File: src/design/uartrx_pkg.sv
// Shared types and constants for the oversampled UART receiver.
package uartrx_pkg;

  typedef enum logic [1:0] {
    MODE_IDLE      = 2'd0,
    MODE_FRAME     = 2'd1,
    MODE_WAIT_HIGH = 2'd2
  } rx_mode_e;

  localparam logic EV_DATA  = 1'b0;
  localparam logic EV_BREAK = 1'b1;

  localparam logic [7:0] SPB_RESET       = 8'd8;
  localparam logic [7:0] SPB_MIN         = 8'd2;
  localparam logic [3:0] LAST_DATA_INDEX = 4'd8;
  localparam logic [3:0] START_INDEX     = 4'd0;

  typedef struct packed {
    logic       kind;
    logic [7:0] data;
  } rx_event_t;

  typedef struct packed {
    logic      valid;
    rx_event_t ev;
  } rx_result_t;

endpackage

File: src/design/uartrx_core.sv
// Frame state machine: bit cell timing, data shifting and stop/break decisions.
module uartrx_core #(
  parameter int unsigned MAX_SAMPLES_PER_BIT = 255
) (
  input  logic                  clk_i,
  input  logic                  rst_ni,
  input  logic                  cfg_we_i,
  input  logic [7:0]            cfg_wdata_i,
  input  logic                  in_fire_i,
  input  logic                  level_i,
  output uartrx_pkg::rx_result_t res_o
);

  uartrx_pkg::rx_mode_e mode_q, mode_d;
  logic [7:0] phase_q, phase_d;
  logic [3:0] idx_q, idx_d;
  logic [7:0] word_q, word_d;
  logic [7:0] spb_q;

  logic [7:0] cell_len;
  logic [7:0] half_len;
  logic [7:0] phase_inc;
  logic       cell_wrap;
  logic [7:0] phase_adv;
  logic [3:0] idx_adv;
  logic       at_mid;

  always_ff @(posedge clk_i or negedge rst_ni) begin
    if (!rst_ni) begin
      spb_q   <= uartrx_pkg::SPB_RESET;
      mode_q  <= uartrx_pkg::MODE_IDLE;
      phase_q <= '0;
      idx_q   <= '0;
      word_q  <= '0;
    end else begin
      if (cfg_we_i) begin
        spb_q <= cfg_wdata_i;
      end
      mode_q  <= mode_d;
      phase_q <= phase_d;
      idx_q   <= idx_d;
      word_q  <= word_d;
    end
  end

  // Clamp the programmed cell length to the supported range.
  always_comb begin
    if (spb_q < uartrx_pkg::SPB_MIN) begin
      cell_len = uartrx_pkg::SPB_MIN;
    end else if ({8'h00, spb_q} > 16'(MAX_SAMPLES_PER_BIT)) begin
      cell_len = 8'(MAX_SAMPLES_PER_BIT);
    end else begin
      cell_len = spb_q;
    end
  end

  assign half_len  = {1'b0, cell_len[7:1]};
  assign phase_inc = phase_q + 8'd1;
  assign cell_wrap = (phase_inc >= cell_len);
  assign phase_adv = cell_wrap ? 8'd0 : phase_inc;
  assign idx_adv   = cell_wrap ? (idx_q + 4'd1) : idx_q;
  assign at_mid    = (phase_adv == half_len);

  // Next state.
  always_comb begin
    mode_d  = mode_q;
    phase_d = phase_q;
    idx_d   = idx_q;
    word_d  = word_q;
    if (in_fire_i) begin
      case (mode_q)
        uartrx_pkg::MODE_WAIT_HIGH: begin
          if (level_i) begin
            mode_d = uartrx_pkg::MODE_IDLE;
          end
        end
        uartrx_pkg::MODE_FRAME: begin
          phase_d = phase_adv;
          idx_d   = idx_adv;
          if (at_mid) begin
            if (idx_adv == uartrx_pkg::START_INDEX) begin
              if (level_i) begin
                mode_d = uartrx_pkg::MODE_IDLE;
              end
            end else if (idx_adv <= uartrx_pkg::LAST_DATA_INDEX) begin
              word_d = {level_i, word_q[7:1]};
            end else begin
              mode_d = level_i ? uartrx_pkg::MODE_IDLE : uartrx_pkg::MODE_WAIT_HIGH;
            end
          end
        end
        default: begin
          mode_d = uartrx_pkg::MODE_IDLE;
          if (!level_i) begin
            mode_d  = uartrx_pkg::MODE_FRAME;
            phase_d = '0;
            idx_d   = '0;
            word_d  = '0;
          end
        end
      endcase
    end
  end

  // Result of the current sample.
  always_comb begin
    res_o.valid   = 1'b0;
    res_o.ev.kind = uartrx_pkg::EV_DATA;
    res_o.ev.data = word_q;
    case (mode_q)
      uartrx_pkg::MODE_WAIT_HIGH: begin
        if (in_fire_i && level_i && (word_q == 8'h00)) begin
          res_o.valid   = 1'b1;
          res_o.ev.kind = uartrx_pkg::EV_BREAK;
          res_o.ev.data = 8'h00;
        end
      end
      uartrx_pkg::MODE_FRAME: begin
        if (in_fire_i && at_mid && level_i && (idx_adv > uartrx_pkg::LAST_DATA_INDEX)) begin
          res_o.valid = 1'b1;
        end
      end
      default: begin
        res_o.valid = 1'b0;
      end
    endcase
  end

`ifndef SYNTHESIS
  a_break_zero: assert property (@(posedge clk_i) disable iff (!rst_ni)
    (res_o.valid && res_o.ev.kind == uartrx_pkg::EV_BREAK) |-> (res_o.ev.data == 8'h00))
    else $error("break result with nonzero data");

  a_wait_release: assert property (@(posedge clk_i) disable iff (!rst_ni)
    (mode_q == uartrx_pkg::MODE_WAIT_HIGH && in_fire_i && level_i)
      |=> (mode_q == uartrx_pkg::MODE_IDLE))
    else $error("high line did not end the stop wait");

  a_frame_start: assert property (@(posedge clk_i) disable iff (!rst_ni)
    (mode_q == uartrx_pkg::MODE_IDLE && in_fire_i && !level_i)
      |=> (mode_q == uartrx_pkg::MODE_FRAME && phase_q == 8'd0 && idx_q == 4'd0
           && word_q == 8'h00))
    else $error("frame start did not clear the frame state");
`endif

endmodule

File: src/design/uartrx_outbuf.sv
// Two-entry output buffer: result register plus skid register.
module uartrx_outbuf (
  input  logic                   clk_i,
  input  logic                   rst_ni,
  input  uartrx_pkg::rx_result_t res_i,
  output logic                   full_o,
  output logic                   out_valid_o,
  input  logic                   out_stall_i,
  output uartrx_pkg::rx_event_t  out_ev_o
);

  logic                  main_v_q, main_v_d;
  logic                  skid_v_q, skid_v_d;
  uartrx_pkg::rx_event_t main_q, main_d;
  uartrx_pkg::rx_event_t skid_q, skid_d;
  logic                  pop;

  assign pop = main_v_q && !out_stall_i;

  always_comb begin
    main_v_d = main_v_q;
    main_d   = main_q;
    skid_v_d = skid_v_q;
    skid_d   = skid_q;
    if (!main_v_q || pop) begin
      if (skid_v_q) begin
        main_v_d = 1'b1;
        main_d   = skid_q;
        skid_v_d = res_i.valid;
        skid_d   = res_i.ev;
      end else begin
        main_v_d = res_i.valid;
        main_d   = res_i.ev;
      end
    end else if (res_i.valid) begin
      skid_v_d = 1'b1;
      skid_d   = res_i.ev;
    end
  end

  always_ff @(posedge clk_i or negedge rst_ni) begin
    if (!rst_ni) begin
      main_v_q <= 1'b0;
      skid_v_q <= 1'b0;
    end else begin
      main_v_q <= main_v_d;
      skid_v_q <= skid_v_d;
    end
  end

  always_ff @(posedge clk_i) begin
    main_q <= main_d;
    skid_q <= skid_d;
  end

  assign full_o      = skid_v_q;
  assign out_valid_o = main_v_q;
  assign out_ev_o    = main_q;

`ifndef SYNTHESIS
  a_skid_order: assert property (@(posedge clk_i) disable iff (!rst_ni)
    skid_v_q |-> main_v_q)
    else $error("skid entry held without a result entry");

  a_no_overflow: assert property (@(posedge clk_i) disable iff (!rst_ni)
    (skid_v_q && main_v_q && out_stall_i) |=> ($stable(skid_q) && skid_v_q))
    else $error("skid entry lost while the output is stalled");
`endif

endmodule

File: src/design/uart_rx_oversampled_with_break.sv
// Oversampled 8N1 UART receiver with break detection, top level.
// Throughput: one line sample is accepted every cycle unless the skid register is full.
// A completed result is registered in the result or skid register before it is offered.
// A two-entry output buffer keeps input flowing while one result waits to be taken.
// Reset (asynchronous, active low): receiver idle, samples per bit 8, output buffer empty.
module uart_rx_oversampled_with_break #(
  parameter int unsigned MAX_SAMPLES_PER_BIT = 255
) (
  input  logic       clk_i,
  input  logic       rst_ni,
  input  logic       cfg_we_i,
  input  logic [7:0] cfg_wdata_i,
  input  logic       in_valid_i,
  output logic       in_stall_o,
  input  logic       line_level_i,
  output logic       out_valid_o,
  input  logic       out_stall_i,
  output logic       event_kind_o,
  output logic [7:0] data_byte_o
);

  uartrx_pkg::rx_result_t res;
  uartrx_pkg::rx_event_t  out_ev;
  logic                   buf_full;
  logic                   in_fire;

  // A sample is transferred whenever the skid register is free.
  assign in_stall_o = buf_full;
  assign in_fire    = in_valid_i && !buf_full;

  uartrx_core #(
    .MAX_SAMPLES_PER_BIT(MAX_SAMPLES_PER_BIT)
  ) u_core (
    .clk_i      (clk_i),
    .rst_ni     (rst_ni),
    .cfg_we_i   (cfg_we_i),
    .cfg_wdata_i(cfg_wdata_i),
    .in_fire_i  (in_fire),
    .level_i    (line_level_i),
    .res_o      (res)
  );

  uartrx_outbuf u_outbuf (
    .clk_i      (clk_i),
    .rst_ni     (rst_ni),
    .res_i      (res),
    .full_o     (buf_full),
    .out_valid_o(out_valid_o),
    .out_stall_i(out_stall_i),
    .out_ev_o   (out_ev)
  );

  assign event_kind_o = out_ev.kind;
  assign data_byte_o  = out_ev.data;

endmodule
File: config.mk
export PLATFORM = sky130hd
export DESIGN_NAME = uart_rx_oversampled_with_break
export DESIGN_NICKNAME = d
export VERILOG_FILES = /design/src/design/uartrx_pkg.sv /design/src/design/uartrx_core.sv /design/src/design/uartrx_outbuf.sv /design/src/design/uart_rx_oversampled_with_break.sv
export SDC_FILE = /design/constraint.sdc
export NUM_CORES = 1
export LEC_CHECK = 0
export BUFFER_PORTS_ARGS = -buffer_cell sky130_fd_sc_hd__buf_2
export CAP_MARGIN = 0
export CORE_MARGIN = 8
export CORE_UTILIZATION = 60
export CTS_BUF_LIST = sky130_fd_sc_hd__clkbuf_8
export DETAILED_ROUTE_END_ITERATION = 10
export GPL_TIMING_DRIVEN = 0
export PLACE_DENSITY = 0.8
export SLEW_MARGIN = 10
export SYNTH_ARGS = -nofsm -noshare
export SYNTH_HDL_FRONTEND = slang
export SYNTH_SLANG_ARGS = --single-unit
File: constraint.sdc
create_clock -name clk_i -period 5.2 [get_ports clk_i]
set_input_delay 1.04 -clock clk_i [delete_from_list [all_inputs] [get_ports clk_i]]
set_output_delay 1.04 -clock clk_i [all_outputs]
set_load 0.01 [all_outputs]
==> impl_summary.md <==
Setup path
The data required time of the worst path is 5.17 ns. Of all nets on the critical path, the largest fanout is 9. The startpoint type of the worst setup path is a flip-flop. The critical path capture point type is a flip-flop. The path type of the worst setup path is reg2reg. Data arrives at the worst endpoint at between 4 and 5 ns.

CTS
The sink count of the clock tree is 50. No sink is reached through more buffers than the 2 on the longest clock path. Counting the buffers created by CTS gives 5. The clock-pin slew reported for the worst setup and hold paths after clock tree synthesis is 0.09 ns. The H-tree was split into 2 levels. Once the clock tree was built, the setup fixing pass inserted 0 buffers. The latest clock arrival within the worst-skew pair is 0.30 ns. The tree is rooted in a sky130_fd_sc_hd__clkbuf_8. For this design, the CTS-stage hold fixing added 0 buffers. TritonCTS built the clock tree. Gates resized during post-CTS repair numbered 0.

Die
The floorplan has 25 rows. The initial cell density of the core is 0.618. In this run the count of I/O pins placed on the die edge is 25. The horizontal die dimension is 85.5 um. The die is 85.5 um tall. The core region is about 0.0047 mm^2. The floorplan step defined a die boundary enclosing roughly 0.0073 mm^2.

Global route
The global-route track usage on met3 is 0.0353. The wire length of the first global-routing pass is between 10000 and 15000 um. For this run, global-route usage on met1 was measured as 0.218. In the global route stage, met2 resource usage came out at 0.340. The maximum number of pins on one net before global-route repair is 33. After global routing, the most crowded layer is met2. The via count of the first global-routing pass is 2410. The initial antenna violation count is 0. For this run the aggregate overflow at the end of global routing stands at 0. The global-route usage over all layers is 0.190.

Run
The tool flagged a number of max-cap violations equal to 0.

Synthesis
The netlist area before placement is 0.00290 mm^2. Yosys printed 0 warnings. In the synthesized netlist the dominant register cell turns out to be sky130_fd_sc_hd__dfrtp_1. The largest area contributor in the netlist is sky130_fd_sc_hd__dfrtp_1. After synthesis, the largest family of logic cells by area is simple AND/OR/NAND/NOR gates.

The count of flip-flops with a built-in enable after synthesis is 18. Of the synthesized area, sequential elements account for 0.463. The area fraction in compound gates after synthesis came to 0.163. Counting instances in the post-synthesis netlist gives the leading cell types as sky130_fd_sc_hd__nand2_1 (51), sky130_fd_sc_hd__dfrtp_1 (31), sky130_fd_sc_hd__o21ai_0 (19), sky130_fd_sc_hd__edfxtp_1 (18), sky130_fd_sc_hd__clkbuf_1 (15). Counting flops and latches in the post-synthesis netlist gives 50. Of the post-synthesis cell area, the dominant cell type holds 0.267. Measured against the total synthesized area, the mux share comes to 0.0388. Of the total synthesized cell area, the portion taken by XOR and XNOR cells is 0.0302. The most common cell in the synthesized netlist is sky130_fd_sc_hd__nand2_1. In this run, distinct cell masters in the synthesized netlist total 52.

Of the total synthesized cell area, the portion taken by full adders, half adders and majority gates is 0.0518. In the synthesized netlist, the number of instances is 302. The average cell area after synthesis is roughly 9.6 um^2.

The fraction of registers with async set or reset after synthesis is 0.640. Of the total synthesized cell area, the portion taken by AND, OR, NAND and NOR gates is 0.214. Yosys attributes the largest share of cell area to sky130_fd_sc_hd__dfrtp_1 (27%), sky130_fd_sc_hd__edfxtp_1 (19%), sky130_fd_sc_hd__nand2_1 (6.6%).

The synthesized net count is 328.

Timing
The remaining max-slew budget at the tightest pin is 0.501. The setup total negative slack is 0 ns. The number of hold violations in the final report was 0. The slew at the pin closest to its max-slew limit is 0.748 ns. The worst path meets setup with roughly 0.65 ns of slack. In the finished design, the share of the clock period the worst path needs comes to 0.875. Setup repair after global routing left no endpoint under its margin. The time the final worst path needs with I/O delays and setup is 4.55 ns.

The setup skew after layout is 0.00604 ns. The setup violation total in the final timing report is 0. The number of max-slew violations in the final report is 0. Timing would allow up to between 200 and 250 MHz.

Pwr
Of the total power, the clock network draws 0.228. The fraction of power spent switching nets is 0.345. The internal power component is 0.791 mW. The sequential share of power is 0.458. The power density over the cells is 377 mW/mm^2. The leakage power is between 1 and 1.5 nW. The combinational fraction of design power is 0.314. Summed over all nets, the switching power comes to 0.416 mW.

The largest voltage drop on the vdd net is 0.217 mV.

Finish
The final core utilization is 0.682. 0 antenna diodes ended up in the layout. The filler cell count is 389. The combined flip-flop and latch cell area is 0.00134 mm^2. At the end of the flow, the number of nets in the layout was 359. The combined area of the multi-input logic cells is ~0.0014 mm^2. Compared with the post-synthesis result, the final layout area differs by 10.4%. Of the cells placed in the final design, the portion with a size suffix greater than 1 is 0.147.

Routing
Dividing the detail-routed wire length by the instance count gives 16.7 um. The routed design has 6490 um of wire. The count of vias placed by the detailed router is ~2400. The number of nets with antenna violations after routing is 0.

The post-detailed-route DRC marker count is 0. The first TritonRoute pass finished after 4 iterations. Using the TritonRoute via totals, the vias-per-cell ratio works out to 6.25. The DRC violation total after the first TritonRoute iteration is about 210.

Placed design
Routability-driven placement finished with a final weighted congestion of roughly 0.87. The count of input and output buffers is 24. The pre-CTS setup slack is ~0.8 ns.

Once detailed placement completed, the half-perimeter wirelength came to around 4800 um.

Min path
The worst hold path belongs to the class reg2reg.

Run status
The flow ran to the end, and the final reports show no timing, DRC or antenna violations.
-- logic make-up after synthesis --
kind of cell	after synthesis
AOI/OAI and AO/OA	67
xor gates and xnor gates	10
adders and majority gates	12
buffers and inverters	29
DFF	50
muxes	10
and+or+nand+nor	124
-- cell type report --
type / count / share of cell area
well taps: 54 / 0.0211
flip-flops and latches: 50 / 0.419
repair buffers: 24 / 0.0375
multi-input cells: 223 / 0.450
plain buffers: 16 / 0.0211
clock inverters: 3 / 0.0137
inverters: 13 / 0.0152
clock buffers: 5 / 0.0215
-- stage by stage --
stage          std cells  hold slack (ns)  power [mW]  area [um^2]
2_1_floorplan        302            0.470       0.814         2900
3_3_place_gp         380            0.491       0.914         3090
3_5_place_dp         380            0.505       0.932         3090
4_1_cts              388            0.526        1.21         3200
5_1_grt              388            0.543        1.28         3200
6_report             388            0.520        1.21         3200
-- flip-flops by register name, indices dropped and copies added, names as in the netlist --
name	flops
u_outbuf.full_o	1
u_core.word_q	8
u_outbuf.skid_q	9
u_outbuf.out_ev_o	9
u_core.mode_q	2
u_outbuf.out_valid_o	1
u_core.spb_q	8
u_core.idx_q	4
u_core.phase_q	8
-- worst max-delay path, stage by stage, from the launching register on --
cell                       delay, ns
sky130_fd_sc_hd__dfrtp_1        0.54
sky130_fd_sc_hd__ha_1           0.29
sky130_fd_sc_hd__nand3_1        0.26
sky130_fd_sc_hd__xnor2_1        0.46
sky130_fd_sc_hd__ha_1           0.33
sky130_fd_sc_hd__o211a_1        0.14
sky130_fd_sc_hd__a211oi_1       0.43
sky130_fd_sc_hd__nor3_1         0.20
sky130_fd_sc_hd__nor2_1         0.50
sky130_fd_sc_hd__o221ai_1       0.28
sky130_fd_sc_hd__and2_1         0.25
sky130_fd_sc_hd__a31oi_1        0.22
sky130_fd_sc_hd__nand2_1        0.32
-- power groups by stage --
stage               clock network (mW)  logic [mW]  registers [mW]
floorplan                            0       0.263           0.551
detailed placement                   0       0.374           0.558
global placement                     0       0.358           0.556
CTS                              0.280       0.377           0.551
finish                           0.275       0.379           0.553
global route                     0.292       0.423           0.566
-- layout by cell type, fill, tap and decap left out, types with 2 or more instances in the layout --
| master | instances |
|---|---|
| sky130_fd_sc_hd__a211oi_1 | 2 |
| sky130_fd_sc_hd__a21o_1 | 2 |
| sky130_fd_sc_hd__a21oi_1 | 6 |
| sky130_fd_sc_hd__a22o_1 | 2 |
| sky130_fd_sc_hd__a31oi_1 | 4 |
| sky130_fd_sc_hd__a41oi_1 | 2 |
| sky130_fd_sc_hd__and2_1 | 2 |
| sky130_fd_sc_hd__and3_1 | 3 |
| sky130_fd_sc_hd__buf_2 | 24 |
| sky130_fd_sc_hd__clkbuf_1 | 15 |
| sky130_fd_sc_hd__clkbuf_8 | 5 |
| sky130_fd_sc_hd__dfrtp_1 | 31 |
| sky130_fd_sc_hd__edfxtp_1 | 18 |
| sky130_fd_sc_hd__ha_1 | 12 |
| sky130_fd_sc_hd__inv_1 | 13 |
| sky130_fd_sc_hd__mux2_2 | 10 |
| sky130_fd_sc_hd__nand2_1 | 51 |
| sky130_fd_sc_hd__nand2b_1 | 2 |
| sky130_fd_sc_hd__nand3_1 | 14 |
| sky130_fd_sc_hd__nand4_1 | 4 |
| sky130_fd_sc_hd__nor2_1 | 14 |
| sky130_fd_sc_hd__nor2b_1 | 3 |
| sky130_fd_sc_hd__nor3_1 | 8 |
| sky130_fd_sc_hd__nor4_1 | 3 |
| sky130_fd_sc_hd__o211a_1 | 3 |
| sky130_fd_sc_hd__o211ai_1 | 11 |
| sky130_fd_sc_hd__o21ai_0 | 19 |
| sky130_fd_sc_hd__o311ai_0 | 2 |
| sky130_fd_sc_hd__o31ai_1 | 3 |
| sky130_fd_sc_hd__or3_1 | 3 |
| sky130_fd_sc_hd__or4_1 | 8 |
| sky130_fd_sc_hd__or4_4 | 2 |
| sky130_fd_sc_hd__xnor2_1 | 6 |
| sky130_fd_sc_hd__xor2_1 | 4 |
-- path summary, 6_finish.rpt --
| kind | slack, ns | cells past startpoint | to | start |
|---|---|---|---|---|
| setup / recovery | 0.65 | 12 | u_outbuf.skid_q[4]$_DFFE_PP_ | u_core.phase_q[0]$_DFFE_PN0P_ |
| hold / removal | 0.52 | 1 | u_core.spb_q[0]$_DFFE_PN0P_ | u_core.spb_q[0]$_DFFE_PN0P_ |
| min in group asynchronous | 0.79 | 1 | u_core.spb_q[4]$_DFFE_PN0P_ | rst_ni |
| max in group asynchronous | 3.93 | 1 | u_core.idx_q[0]$_DFFE_PN0P_ | rst_ni |
| hold reg to reg | 0.52 | 1 | u_core.spb_q[0]$_DFFE_PN0P_ | u_core.spb_q[0]$_DFFE_PN0P_ |
| setup reg to reg | 0.65 | 12 | u_outbuf.skid_q[4]$_DFFE_PP_ | u_core.phase_q[0]$_DFFE_PN0P_ |
-- routing by layer --
metal | wire [um] | up-vias | part of all wire
li1 | - | 1182 | -
met1 | 2690 | 1147 | 0.41
met2 | 3290 | 81 | 0.51
met3 | 378 | 16 | 0.058
met4 | 134 | 0 | 0.021
met5 | 0 | - | 0
Note: power is estimated with default switching activity, not from simulation.
